File: config.mk
export PLATFORM = sky130hd
export DESIGN_NAME = aabb_pair_contact_generator_core
export DESIGN_NICKNAME = d
export VERILOG_FILES = /design/src/rtl/aabb_pkg.sv /design/src/rtl/aabb_pair_contact_generator_core.sv
export SDC_FILE = /design/constraint.sdc
export NUM_CORES = 2
export LEC_CHECK = 0
export BUFFER_PORTS_ARGS = -buffer_cell sky130_fd_sc_hd__buf_2
export CELL_PAD_IN_SITES_DETAIL_PLACEMENT = 0
export CELL_PAD_IN_SITES_GLOBAL_PLACEMENT = 2
export CORE_ASPECT_RATIO = 1.1
export CORE_UTILIZATION = 35
export CTS_BUF_LIST = sky130_fd_sc_hd__clkbuf_8
export CTS_CLUSTER_SIZE = 30
export DETAILED_ROUTE_END_ITERATION = 7
export PLACE_DENSITY = 0.79
export SLEW_MARGIN = 20
export SYNTH_ARGS = -nofsm -noshare
export SYNTH_HDL_FRONTEND = slang
export SYNTH_SLANG_ARGS = --single-unit
File: constraint.sdc
create_clock -name clock -period 23.1 [get_ports clock]
set_input_delay 3.465 -clock clock [delete_from_list [all_inputs] [get_ports clock]]
set_output_delay 3.465 -clock clock [all_outputs]
set_load 0.03 [all_outputs]
File: src/rtl/aabb_pkg.sv
package aabb_pkg;

   localparam int COORD_BITS = 32;
   localparam int DIFF_BITS  = COORD_BITS + 1;
   localparam int DEPTH_BITS = COORD_BITS - 1;
   localparam int CNT_BITS   = 8;

   localparam logic [CNT_BITS-1:0] MAX_CONTACTS_RESET = CNT_BITS'(4);
   localparam logic [CNT_BITS-1:0] CONTACTS_PER_PAIR  = CNT_BITS'(4);

   localparam logic [1:0] AXIS_X = 2'd0;
   localparam logic [1:0] AXIS_Y = 2'd1;
   localparam logic [1:0] AXIS_Z = 2'd2;

   localparam logic [1:0] STATUS_OK       = 2'd0;
   localparam logic [1:0] STATUS_NO_INTER = 2'd1;
   localparam logic [1:0] STATUS_FAIL     = 2'd2;
   localparam logic [1:0] STATUS_MAX_CONT = 2'd3;

   typedef logic signed [COORD_BITS-1:0] coord_type;
   typedef logic signed [DIFF_BITS-1:0]  diff_type;
   typedef logic [DEPTH_BITS-1:0]        depth_type;

   typedef struct packed {
      coord_type a_min_x;
      coord_type a_min_y;
      coord_type a_min_z;
      coord_type a_max_x;
      coord_type a_max_y;
      coord_type a_max_z;
      coord_type b_min_x;
      coord_type b_min_y;
      coord_type b_min_z;
      coord_type b_max_x;
      coord_type b_max_y;
      coord_type b_max_z;
   } req_type;

   typedef struct packed {
      coord_type  contact_x;
      coord_type  contact_y;
      coord_type  contact_z;
      logic [1:0] normal_axis;
      logic       normal_negative;
      depth_type  depth;
      logic       contact_valid;
      logic [1:0] status;
      logic       last;
   } rsp_type;

endpackage

File: src/rtl/aabb_pair_contact_generator_core.sv
// Channel  | Ports                            | Payload
// request  | req_valid, req_stall, req_data   | box A and box B corners
// response | rsp_valid, rsp_stall, rsp_data   | one contact or one status result
// csr      | csr_wr_en, csr_wr_data           | max_contacts (write clears used count)
//
// A box pair gives as many results as it needs: 1 for a status-only answer,
// 1 to 4 for contacts. The one response register sends a result per cycle while rsp_stall is low.
// The first result passes through the request register and then the response register.
// The request register takes the next pair while the current one is still sending.
// A stalled result holds; req_stall rises only while both registers are occupied.
// Synchronous active-high reset; max_contacts resets to 4, used count to 0.
module aabb_pair_contact_generator_core (
   input  logic                                 clock,
   input  logic                                 reset,
   input  logic                                 req_valid,
   output logic                                 req_stall,
   input  aabb_pkg::req_type                    req_data,
   output logic                                 rsp_valid,
   input  logic                                 rsp_stall,
   output aabb_pkg::rsp_type                    rsp_data,
   input  logic                                 csr_wr_en,
   input  logic [aabb_pkg::CNT_BITS-1:0]        csr_wr_data
);
   import aabb_pkg::*;

   typedef struct packed {
      logic       contact;     // 0: status-only result
      logic [1:0] status;      // status of a status-only result
      logic [1:0] last_k;      // index of the final contact
      logic       short_pkt;   // slots ran out: final contact carries max_contacts
      logic [1:0] axis;
      logic       neg;
      depth_type  depth;
      coord_type  face;
      coord_type  lo_u;
      coord_type  hi_u;
      coord_type  lo_v;
      coord_type  hi_v;
   } pkt_type;

   req_type                in_ff, in_in;
   logic                   in_vld_ff, in_vld_in;
   pkt_type                pkt_ff, pkt_in;
   logic                   pkt_vld_ff, pkt_vld_in;
   logic [1:0]             k_ff, k_in;
   logic [CNT_BITS-1:0]    max_ff, max_in;
   logic [CNT_BITS-1:0]    used_ff, used_in;

   logic                   req_take, rsp_take, pkt_done, pkt_load;
   logic [2:0]             keep_n;

   coord_type              amin [3];
   coord_type              amax [3];
   coord_type              bmin [3];
   coord_type              bmax [3];
   coord_type              lo   [3];
   coord_type              hi   [3];
   diff_type               pen  [3];
   logic [2:0]             pos;
   logic                   apart;
   logic [1:0]             axis;
   diff_type               pen_sel;
   logic [CNT_BITS-1:0]    avail;

   assign req_take = req_valid && !req_stall;
   assign rsp_take = rsp_valid && !rsp_stall;
   assign pkt_done = rsp_take && (k_ff == pkt_ff.last_k);
   assign pkt_load = in_vld_ff && (!pkt_vld_ff || pkt_done);
   assign req_stall = in_vld_ff && !pkt_load;
   assign rsp_valid = pkt_vld_ff;

   // per-axis overlap: pen = min(b_max - a_min, a_max - b_min) is the negated max(f, g)
   always_comb begin
      diff_type h1, h2;
      amin[0] = in_ff.a_min_x; amin[1] = in_ff.a_min_y; amin[2] = in_ff.a_min_z;
      amax[0] = in_ff.a_max_x; amax[1] = in_ff.a_max_y; amax[2] = in_ff.a_max_z;
      bmin[0] = in_ff.b_min_x; bmin[1] = in_ff.b_min_y; bmin[2] = in_ff.b_min_z;
      bmax[0] = in_ff.b_max_x; bmax[1] = in_ff.b_max_y; bmax[2] = in_ff.b_max_z;
      apart = 1'b0;
      for (int a = 0; a < 3; a++) begin
         h1 = DIFF_BITS'(bmax[a]) - DIFF_BITS'(amin[a]);
         h2 = DIFF_BITS'(amax[a]) - DIFF_BITS'(bmin[a]);
         if (h1 <= 0 || h2 <= 0) begin
            apart = 1'b1;
         end
         pos[a] = h1 < h2;
         pen[a] = pos[a] ? h1 : h2;
         lo[a]  = (amin[a] > bmin[a]) ? amin[a] : bmin[a];
         hi[a]  = (amax[a] < bmax[a]) ? amax[a] : bmax[a];
      end
   end

   // least penetration wins; ties go to y, z only if strictly smaller
   always_comb begin
      logic [1:0] xy;
      xy = (pen[0] < pen[1]) ? AXIS_X : AXIS_Y;
      axis = (pen[2] < pen[xy]) ? AXIS_Z : xy;
      pen_sel = pen[axis];
   end

   assign avail = max_ff - used_ff;

   always_comb begin
      pkt_in = '0;
      keep_n = 3'd0;
      pkt_in.axis  = axis;
      pkt_in.neg   = !pos[axis];
      pkt_in.depth = (pen_sel[DIFF_BITS-1:DEPTH_BITS] != '0) ? '1 : pen_sel[DEPTH_BITS-1:0];
      pkt_in.face  = pos[axis] ? bmax[axis] : bmin[axis];
      unique case (axis)
         AXIS_X: begin
            pkt_in.lo_u = lo[2]; pkt_in.hi_u = hi[2];
            pkt_in.lo_v = lo[1]; pkt_in.hi_v = hi[1];
         end
         AXIS_Y: begin
            pkt_in.lo_u = lo[0]; pkt_in.hi_u = hi[0];
            pkt_in.lo_v = lo[2]; pkt_in.hi_v = hi[2];
         end
         default: begin
            pkt_in.lo_u = lo[1]; pkt_in.hi_u = hi[1];
            pkt_in.lo_v = lo[0]; pkt_in.hi_v = hi[0];
         end
      endcase
      priority if (max_ff == '0) begin
         pkt_in.status = STATUS_FAIL;
      end else if (apart) begin
         pkt_in.status = STATUS_NO_INTER;
      end else if (used_ff >= max_ff) begin
         pkt_in.status = STATUS_FAIL;
      end else begin
         pkt_in.contact   = 1'b1;
         pkt_in.status    = STATUS_OK;
         pkt_in.short_pkt = avail < CONTACTS_PER_PAIR;
         keep_n = pkt_in.short_pkt ? avail[2:0] : CONTACTS_PER_PAIR[2:0];
         pkt_in.last_k = 2'(keep_n - 3'd1);
      end
   end

   always_comb begin
      in_in      = req_take ? req_data : in_ff;
      in_vld_in  = req_take || (in_vld_ff && !pkt_load);
      pkt_vld_in = pkt_load || (pkt_vld_ff && !pkt_done);
      k_in       = k_ff;
      if (pkt_load) begin
         k_in = 2'd0;
      end else if (rsp_take) begin
         k_in = k_ff + 2'd1;
      end
      max_in  = max_ff;
      used_in = used_ff;
      if (csr_wr_en) begin
         max_in  = csr_wr_data;
         used_in = '0;
      end else if (pkt_load) begin
         used_in = used_ff + CNT_BITS'(keep_n);
      end
   end

   always_ff @(posedge clock) begin
      if (reset) begin
         in_vld_ff  <= 1'b0;
         pkt_vld_ff <= 1'b0;
         k_ff       <= 2'd0;
         max_ff     <= MAX_CONTACTS_RESET;
         used_ff    <= '0;
      end else begin
         in_vld_ff  <= in_vld_in;
         pkt_vld_ff <= pkt_vld_in;
         k_ff       <= k_in;
         max_ff     <= max_in;
         used_ff    <= used_in;
      end
   end

   always_ff @(posedge clock) begin
      in_ff <= in_in;
      if (pkt_load) begin
         pkt_ff <= pkt_in;
      end
   end

   // result mux: corner order (u lo, v lo), (u lo, v hi), (u hi, v lo), (u hi, v hi)
   always_comb begin
      coord_type pu, pv;
      logic      at_end;
      pu = k_ff[1] ? pkt_ff.hi_u : pkt_ff.lo_u;
      pv = k_ff[0] ? pkt_ff.hi_v : pkt_ff.lo_v;
      at_end = k_ff == pkt_ff.last_k;
      rsp_data = '0;
      rsp_data.last = 1'b1;
      rsp_data.status = pkt_ff.status;
      if (pkt_ff.contact) begin
         rsp_data.contact_valid   = 1'b1;
         rsp_data.normal_axis     = pkt_ff.axis;
         rsp_data.normal_negative = pkt_ff.neg;
         rsp_data.depth           = pkt_ff.depth;
         rsp_data.last            = at_end;
         rsp_data.status = (at_end && pkt_ff.short_pkt) ? STATUS_MAX_CONT : STATUS_OK;
         unique case (pkt_ff.axis)
            AXIS_X: begin
               rsp_data.contact_x = pkt_ff.face;
               rsp_data.contact_y = pv;
               rsp_data.contact_z = pu;
            end
            AXIS_Y: begin
               rsp_data.contact_x = pu;
               rsp_data.contact_y = pkt_ff.face;
               rsp_data.contact_z = pv;
            end
            default: begin
               rsp_data.contact_x = pv;
               rsp_data.contact_y = pu;
               rsp_data.contact_z = pkt_ff.face;
            end
         endcase
      end
   end

   a_used_bound: assert property (@(posedge clock) disable iff (reset)
      used_ff <= max_ff)
      else $error("contacts used exceeds slot limit");

   a_used_step: assert property (@(posedge clock) disable iff (reset)
      pkt_load && !csr_wr_en |=> used_ff == $past(used_ff) + CNT_BITS'($past(keep_n)))
      else $error("used count not advanced by kept contacts");

   a_empty_last: assert property (@(posedge clock) disable iff (reset)
      rsp_valid && !rsp_data.contact_valid |-> rsp_data.last && pkt_ff.last_k == 2'd0)
      else $error("status-only result is not single and final");

   a_maxc_last: assert property (@(posedge clock) disable iff (reset)
      rsp_valid && rsp_data.status == STATUS_MAX_CONT |-> rsp_data.last && rsp_data.contact_valid)
      else $error("max_contacts status on a non-final result");

   a_stall_full: assert property (@(posedge clock) disable iff (reset)
      req_stall |-> in_vld_ff && pkt_vld_ff)
      else $error("request stalled with free space");

endmodule
==> run summary <==
The flow ran to the end, and the final reports show no timing, DRC or antenna violations. The number of placed instances, taps included, is 7,477. The first global-routing pass estimated 274,000 um of wire. The number of warnings printed during yosys synthesis was 0. CTS placed an instance of sky130_fd_sc_hd__clkbuf_8 at the clock tree root.

The clock-pin transition on the worst setup and hold timing paths is 60 ps, and the number of clock sinks is 604. In this run the vertical extent of the chip is 396.3 um. Sequential fraction of the synthesis area: 0.3626. The fraction of synthesis flops using an asynchronous set or reset pin was 0; the placer congestion estimate was 0.9518. In this run the cell area of the synthesized design comes to 49,460 sq um.

The predominant post-synthesis flop cell is sky130_fd_sc_hd__edfxtp_1. The delay contributed by the slowest stage of the critical path works out to 940 ps. For the worst-skew pair, the clock arrives at the later sink with an insertion delay of 860 ps. Counting every instance in the synthesized netlist gives 5,288. Counting flops and latches in the post-synthesis netlist gives 604. Buffers added to address setup during post-CTS repair amount to 0. The synthesized design contains 584 enable-type register cells.

The cell type contributing the most total cell area after synthesis was sky130_fd_sc_hd__edfxtp_1. In the final routed layout, each cell accounts on average for 25.20 um. Along the worst hold path, the cell count comes to 2. HPWL reported at the end of detailed placement: 158,600 um.

Counting every net in the synthesized netlist gives 6,236. The path depth of the worst reg2reg path came out at 58. Once detail routing completed, the nets flagged for antenna violations numbered 0. Derived from the worst setup path, the maximum achievable clock frequency is 64.89 MHz. After detailed routing, the total wire length is 193,500 um. The number of antenna violations at the first check in global routing was 13; the residual overflow from global routing was 0.

The run gives 3 as the H-tree depth. Initial core utilization: 0.3529. Across the VDD grid, the largest voltage drop is 951.6 uV.

The net count of the finished layout is 6,712. The kind of end point of the critical path was a flop. The kind of cell with the highest combined delay along the critical path is compound AO/OA/AOI/OAI gates. Setup violations remaining at the end of the flow were counted as 0.

The hold buffer count at CTS came out at 0. The slew at the pin closest to its max-slew limit is 1133 ps, and the number of cells on the critical path is 58. The number of buffers and inverters on the critical path is 8. The via count of the first global-routing pass was 40,350. TritonCTS built the clock tree. The clock period minus worst slack works out to 15,410 ps. The ratio of cells with drive above 1 in the final layout came out at 0.1641.

The tools report the area enclosed by the die boundary as 142,800 sq um. Measured along the x axis, the die boundary spans 360.4 um. The floorplan has 144 rows.

The number of max-slew violations in the final report is 0, and the total track usage is 0.2629. After detailed routing, the number of remaining DRC violations is 0. For the final routed database, the setup TNS stands at 0 ps. Of all nets on the critical path, the largest fanout is 72. The floorplan step defined a core boundary enclosing 140,200 sq um.

Once layout is complete, the cells apart from fillers number 7,679. Entering global routing, the biggest net connects 242 pins. Buffers inserted during clock tree synthesis total 109. Pin placement for this block handled 533 I/O pins. Setup repair after global routing left no endpoint under its margin. Data on the critical path arrives at its endpoint at 15,950 ps.

The number of hold violations in the final report was 0; the final period utilization was 0.6671. The area share of the leading cell type in the synthesized netlist is 0.3545, and the area overhead of the layout relative to synthesis is 13.73%. Max-cap violations in this run came to 0. For this design the static power due to leakage is 25.20 nW. The slowest stage of the critical path belongs to the cell sky130_fd_sc_hd__mux2i_2. For the worst setup path, the data required time is 23,640 ps.

In the post-synthesis netlist, the biggest area contributors are sky130_fd_sc_hd__edfxtp_1 (35%), sky130_fd_sc_hd__ha_1 (14%), sky130_fd_sc_hd__mux2i_1 (7.8%). Counting distinct cell types in the post-synthesis netlist gives 95. In this run the power density over the cells is 165.3 nW/um^2. The worst slew margin relative to its limit was 0.2387. The first TritonRoute pass finished after 5 iterations. In this run, post-CTS repair resized a total of 0 instances.

The average footprint of a synthesized cell is 9.354 sq um. The detailed router finished its first iteration with 3,855 violations. The clock arrives with 65.38 ps of skew. STA classifies the critical path startpoint as a flop. Summing over every cut layer, the via total after detailed routing is 42,220. In this run the deepest clock path goes through 3 buffers.

The via density per instance is 5.498. Critical path class: flop to flop. Type of the most critical hold path: flop to flop. Input and output buffers added on the ports amount to 532.
[power breakdown]
group | total [mW] | switching [mW] | internal [mW]
registers | 2.01 | 0.150 | 1.86
logic | 6.24 | 3.93 | 2.32
clock network | 1.04 | 0.488 | 0.557
[stage by stage]
step	hold WS [ps]	total power, mW	setup WS [ps]	utilization	cell area (sq um)
final	472.6	9.299	7690	0.4013	56260
after global routing	503.4	9.884	6668	0.4013	56250
after CTS	478.4	9.238	7841	0.4011	56230
after detailed placement	469.6	8.145	7857	0.3856	54050
after global placement	464.7	8.096	7891	0.3856	54050
after floorplan	446.8	6.507	1248	-	49460
[cell type report]
type,count,area (sq um)
flip-flops and latches,604,17940
fillers,14100,83920
inverters,471,1777
diodes,4,10.01
multi-input cells,4009,29100
clock inverters,83,605.6
clock buffers,114,1569
well taps,1825,2283
repair buffers,569,2978
[final timing paths]
kind | end | startpoint | slack [ps]
hold / removal | rsp_valid$_SDFF_PP0_ | in_vld_ff$_SDFF_PP0_ | 470
setup / recovery | pkt_ff[177]$_SDFFCE_PP1P_ | bmin[38]$_DFFE_PP_ | 7690
setup reg to reg | pkt_ff[177]$_SDFFCE_PP1P_ | bmin[38]$_DFFE_PP_ | 7690
hold reg to reg | rsp_valid$_SDFF_PP0_ | in_vld_ff$_SDFF_PP0_ | 470
[cells in the mapped netlist, types with 25 or more instances]
cell	instances
sky130_fd_sc_hd__edfxtp_1	584
sky130_fd_sc_hd__ha_1	543
sky130_fd_sc_hd__nand2_1	510
sky130_fd_sc_hd__inv_1	470
sky130_fd_sc_hd__mux2i_1	385
sky130_fd_sc_hd__nor2_1	360
sky130_fd_sc_hd__a21oi_1	350
sky130_fd_sc_hd__o21ai_0	346
sky130_fd_sc_hd__clkbuf_1	158
sky130_fd_sc_hd__a21o_1	136
sky130_fd_sc_hd__and2_1	115
sky130_fd_sc_hd__xnor2_1	107
sky130_fd_sc_hd__nor2b_1	105
sky130_fd_sc_hd__a31o_2	103
sky130_fd_sc_hd__mux2_2	87
sky130_fd_sc_hd__nand4_1	87
sky130_fd_sc_hd__nand2b_1	73
sky130_fd_sc_hd__a211oi_1	69
sky130_fd_sc_hd__xor2_1	59
sky130_fd_sc_hd__nor3_1	58
sky130_fd_sc_hd__o21a_1	58
sky130_fd_sc_hd__nand3_1	41
sky130_fd_sc_hd__o211ai_1	34
sky130_fd_sc_hd__a31oi_1	30
sky130_fd_sc_hd__buf_2	26
sky130_fd_sc_hd__nor4_1	25
[logic make-up after synthesis]
| kind of cell | synth area share |
|---|---|
| AND/OR/NAND/NOR | 0.1462 |
| AO/OA/AOI/OAI | 0.1687 |
| buffers and inverters | 0.05211 |
| flip-flops | 0.3626 |
| adder cells (fa/ha/maj) | 0.1410 |
| multiplexers | 0.1000 |
| XOR/XNOR | 0.02939 |
[flip-flops by register name, indices dropped and copies added (netlist names)]
| register | cells |
|---|---|
| bmax | 96 |
| rsp_valid | 1 |
| max_ff | 8 |
| used_ff | 8 |
| k_ff | 2 |
| in_vld_ff | 1 |
| pkt_ff | 200 |
| bmin | 96 |
| amin | 96 |
| amax | 96 |
[routing by layer]
layer	global-route usage	wire length, um
met5	0	0
met4	0.07880	5211
met3	0.03153	12450
met2	0.3952	82420
met1	0.3907	93430
[cell usage in the layout (no fill, tap or decap), types with 22 or more instances in the layout]
cell type,instances
sky130_fd_sc_hd__a211oi_1,69
sky130_fd_sc_hd__a21o_1,136
sky130_fd_sc_hd__a21oi_1,349
sky130_fd_sc_hd__a31o_2,103
sky130_fd_sc_hd__a31oi_1,29
sky130_fd_sc_hd__and2_1,115
sky130_fd_sc_hd__buf_2,532
sky130_fd_sc_hd__buf_4,34
sky130_fd_sc_hd__clkbuf_8,114
sky130_fd_sc_hd__clkinv_1,25
sky130_fd_sc_hd__edfxtp_1,584
sky130_fd_sc_hd__ha_1,543
sky130_fd_sc_hd__inv_1,501
sky130_fd_sc_hd__mux2_2,87
sky130_fd_sc_hd__mux2i_1,385
sky130_fd_sc_hd__nand2_1,510
sky130_fd_sc_hd__nand2b_1,73
sky130_fd_sc_hd__nand3_1,41
sky130_fd_sc_hd__nand4_1,87
sky130_fd_sc_hd__nor2_1,358
sky130_fd_sc_hd__nor2b_1,104
sky130_fd_sc_hd__nor3_1,58
sky130_fd_sc_hd__nor4_1,23
sky130_fd_sc_hd__o211ai_1,34
sky130_fd_sc_hd__o21a_1,58
sky130_fd_sc_hd__o21ai_0,346
sky130_fd_sc_hd__o22ai_1,22
sky130_fd_sc_hd__or2_2,22
sky130_fd_sc_hd__xnor2_1,105
sky130_fd_sc_hd__xor2_1,59
[worst register-to-register path, delay by kind of cell (launching register included)]
kind | cells | cell delay [ps]
fa+ha+maj | 5 | 1620
compound gates | 29 | 6260
flops | 1 | 410
mux | 1 | 940
buf+inv | 8 | 3280
simple gates | 13 | 2270
xor+xnor | 2 | 420
Note: power is estimated with default switching activity, not from simulation.
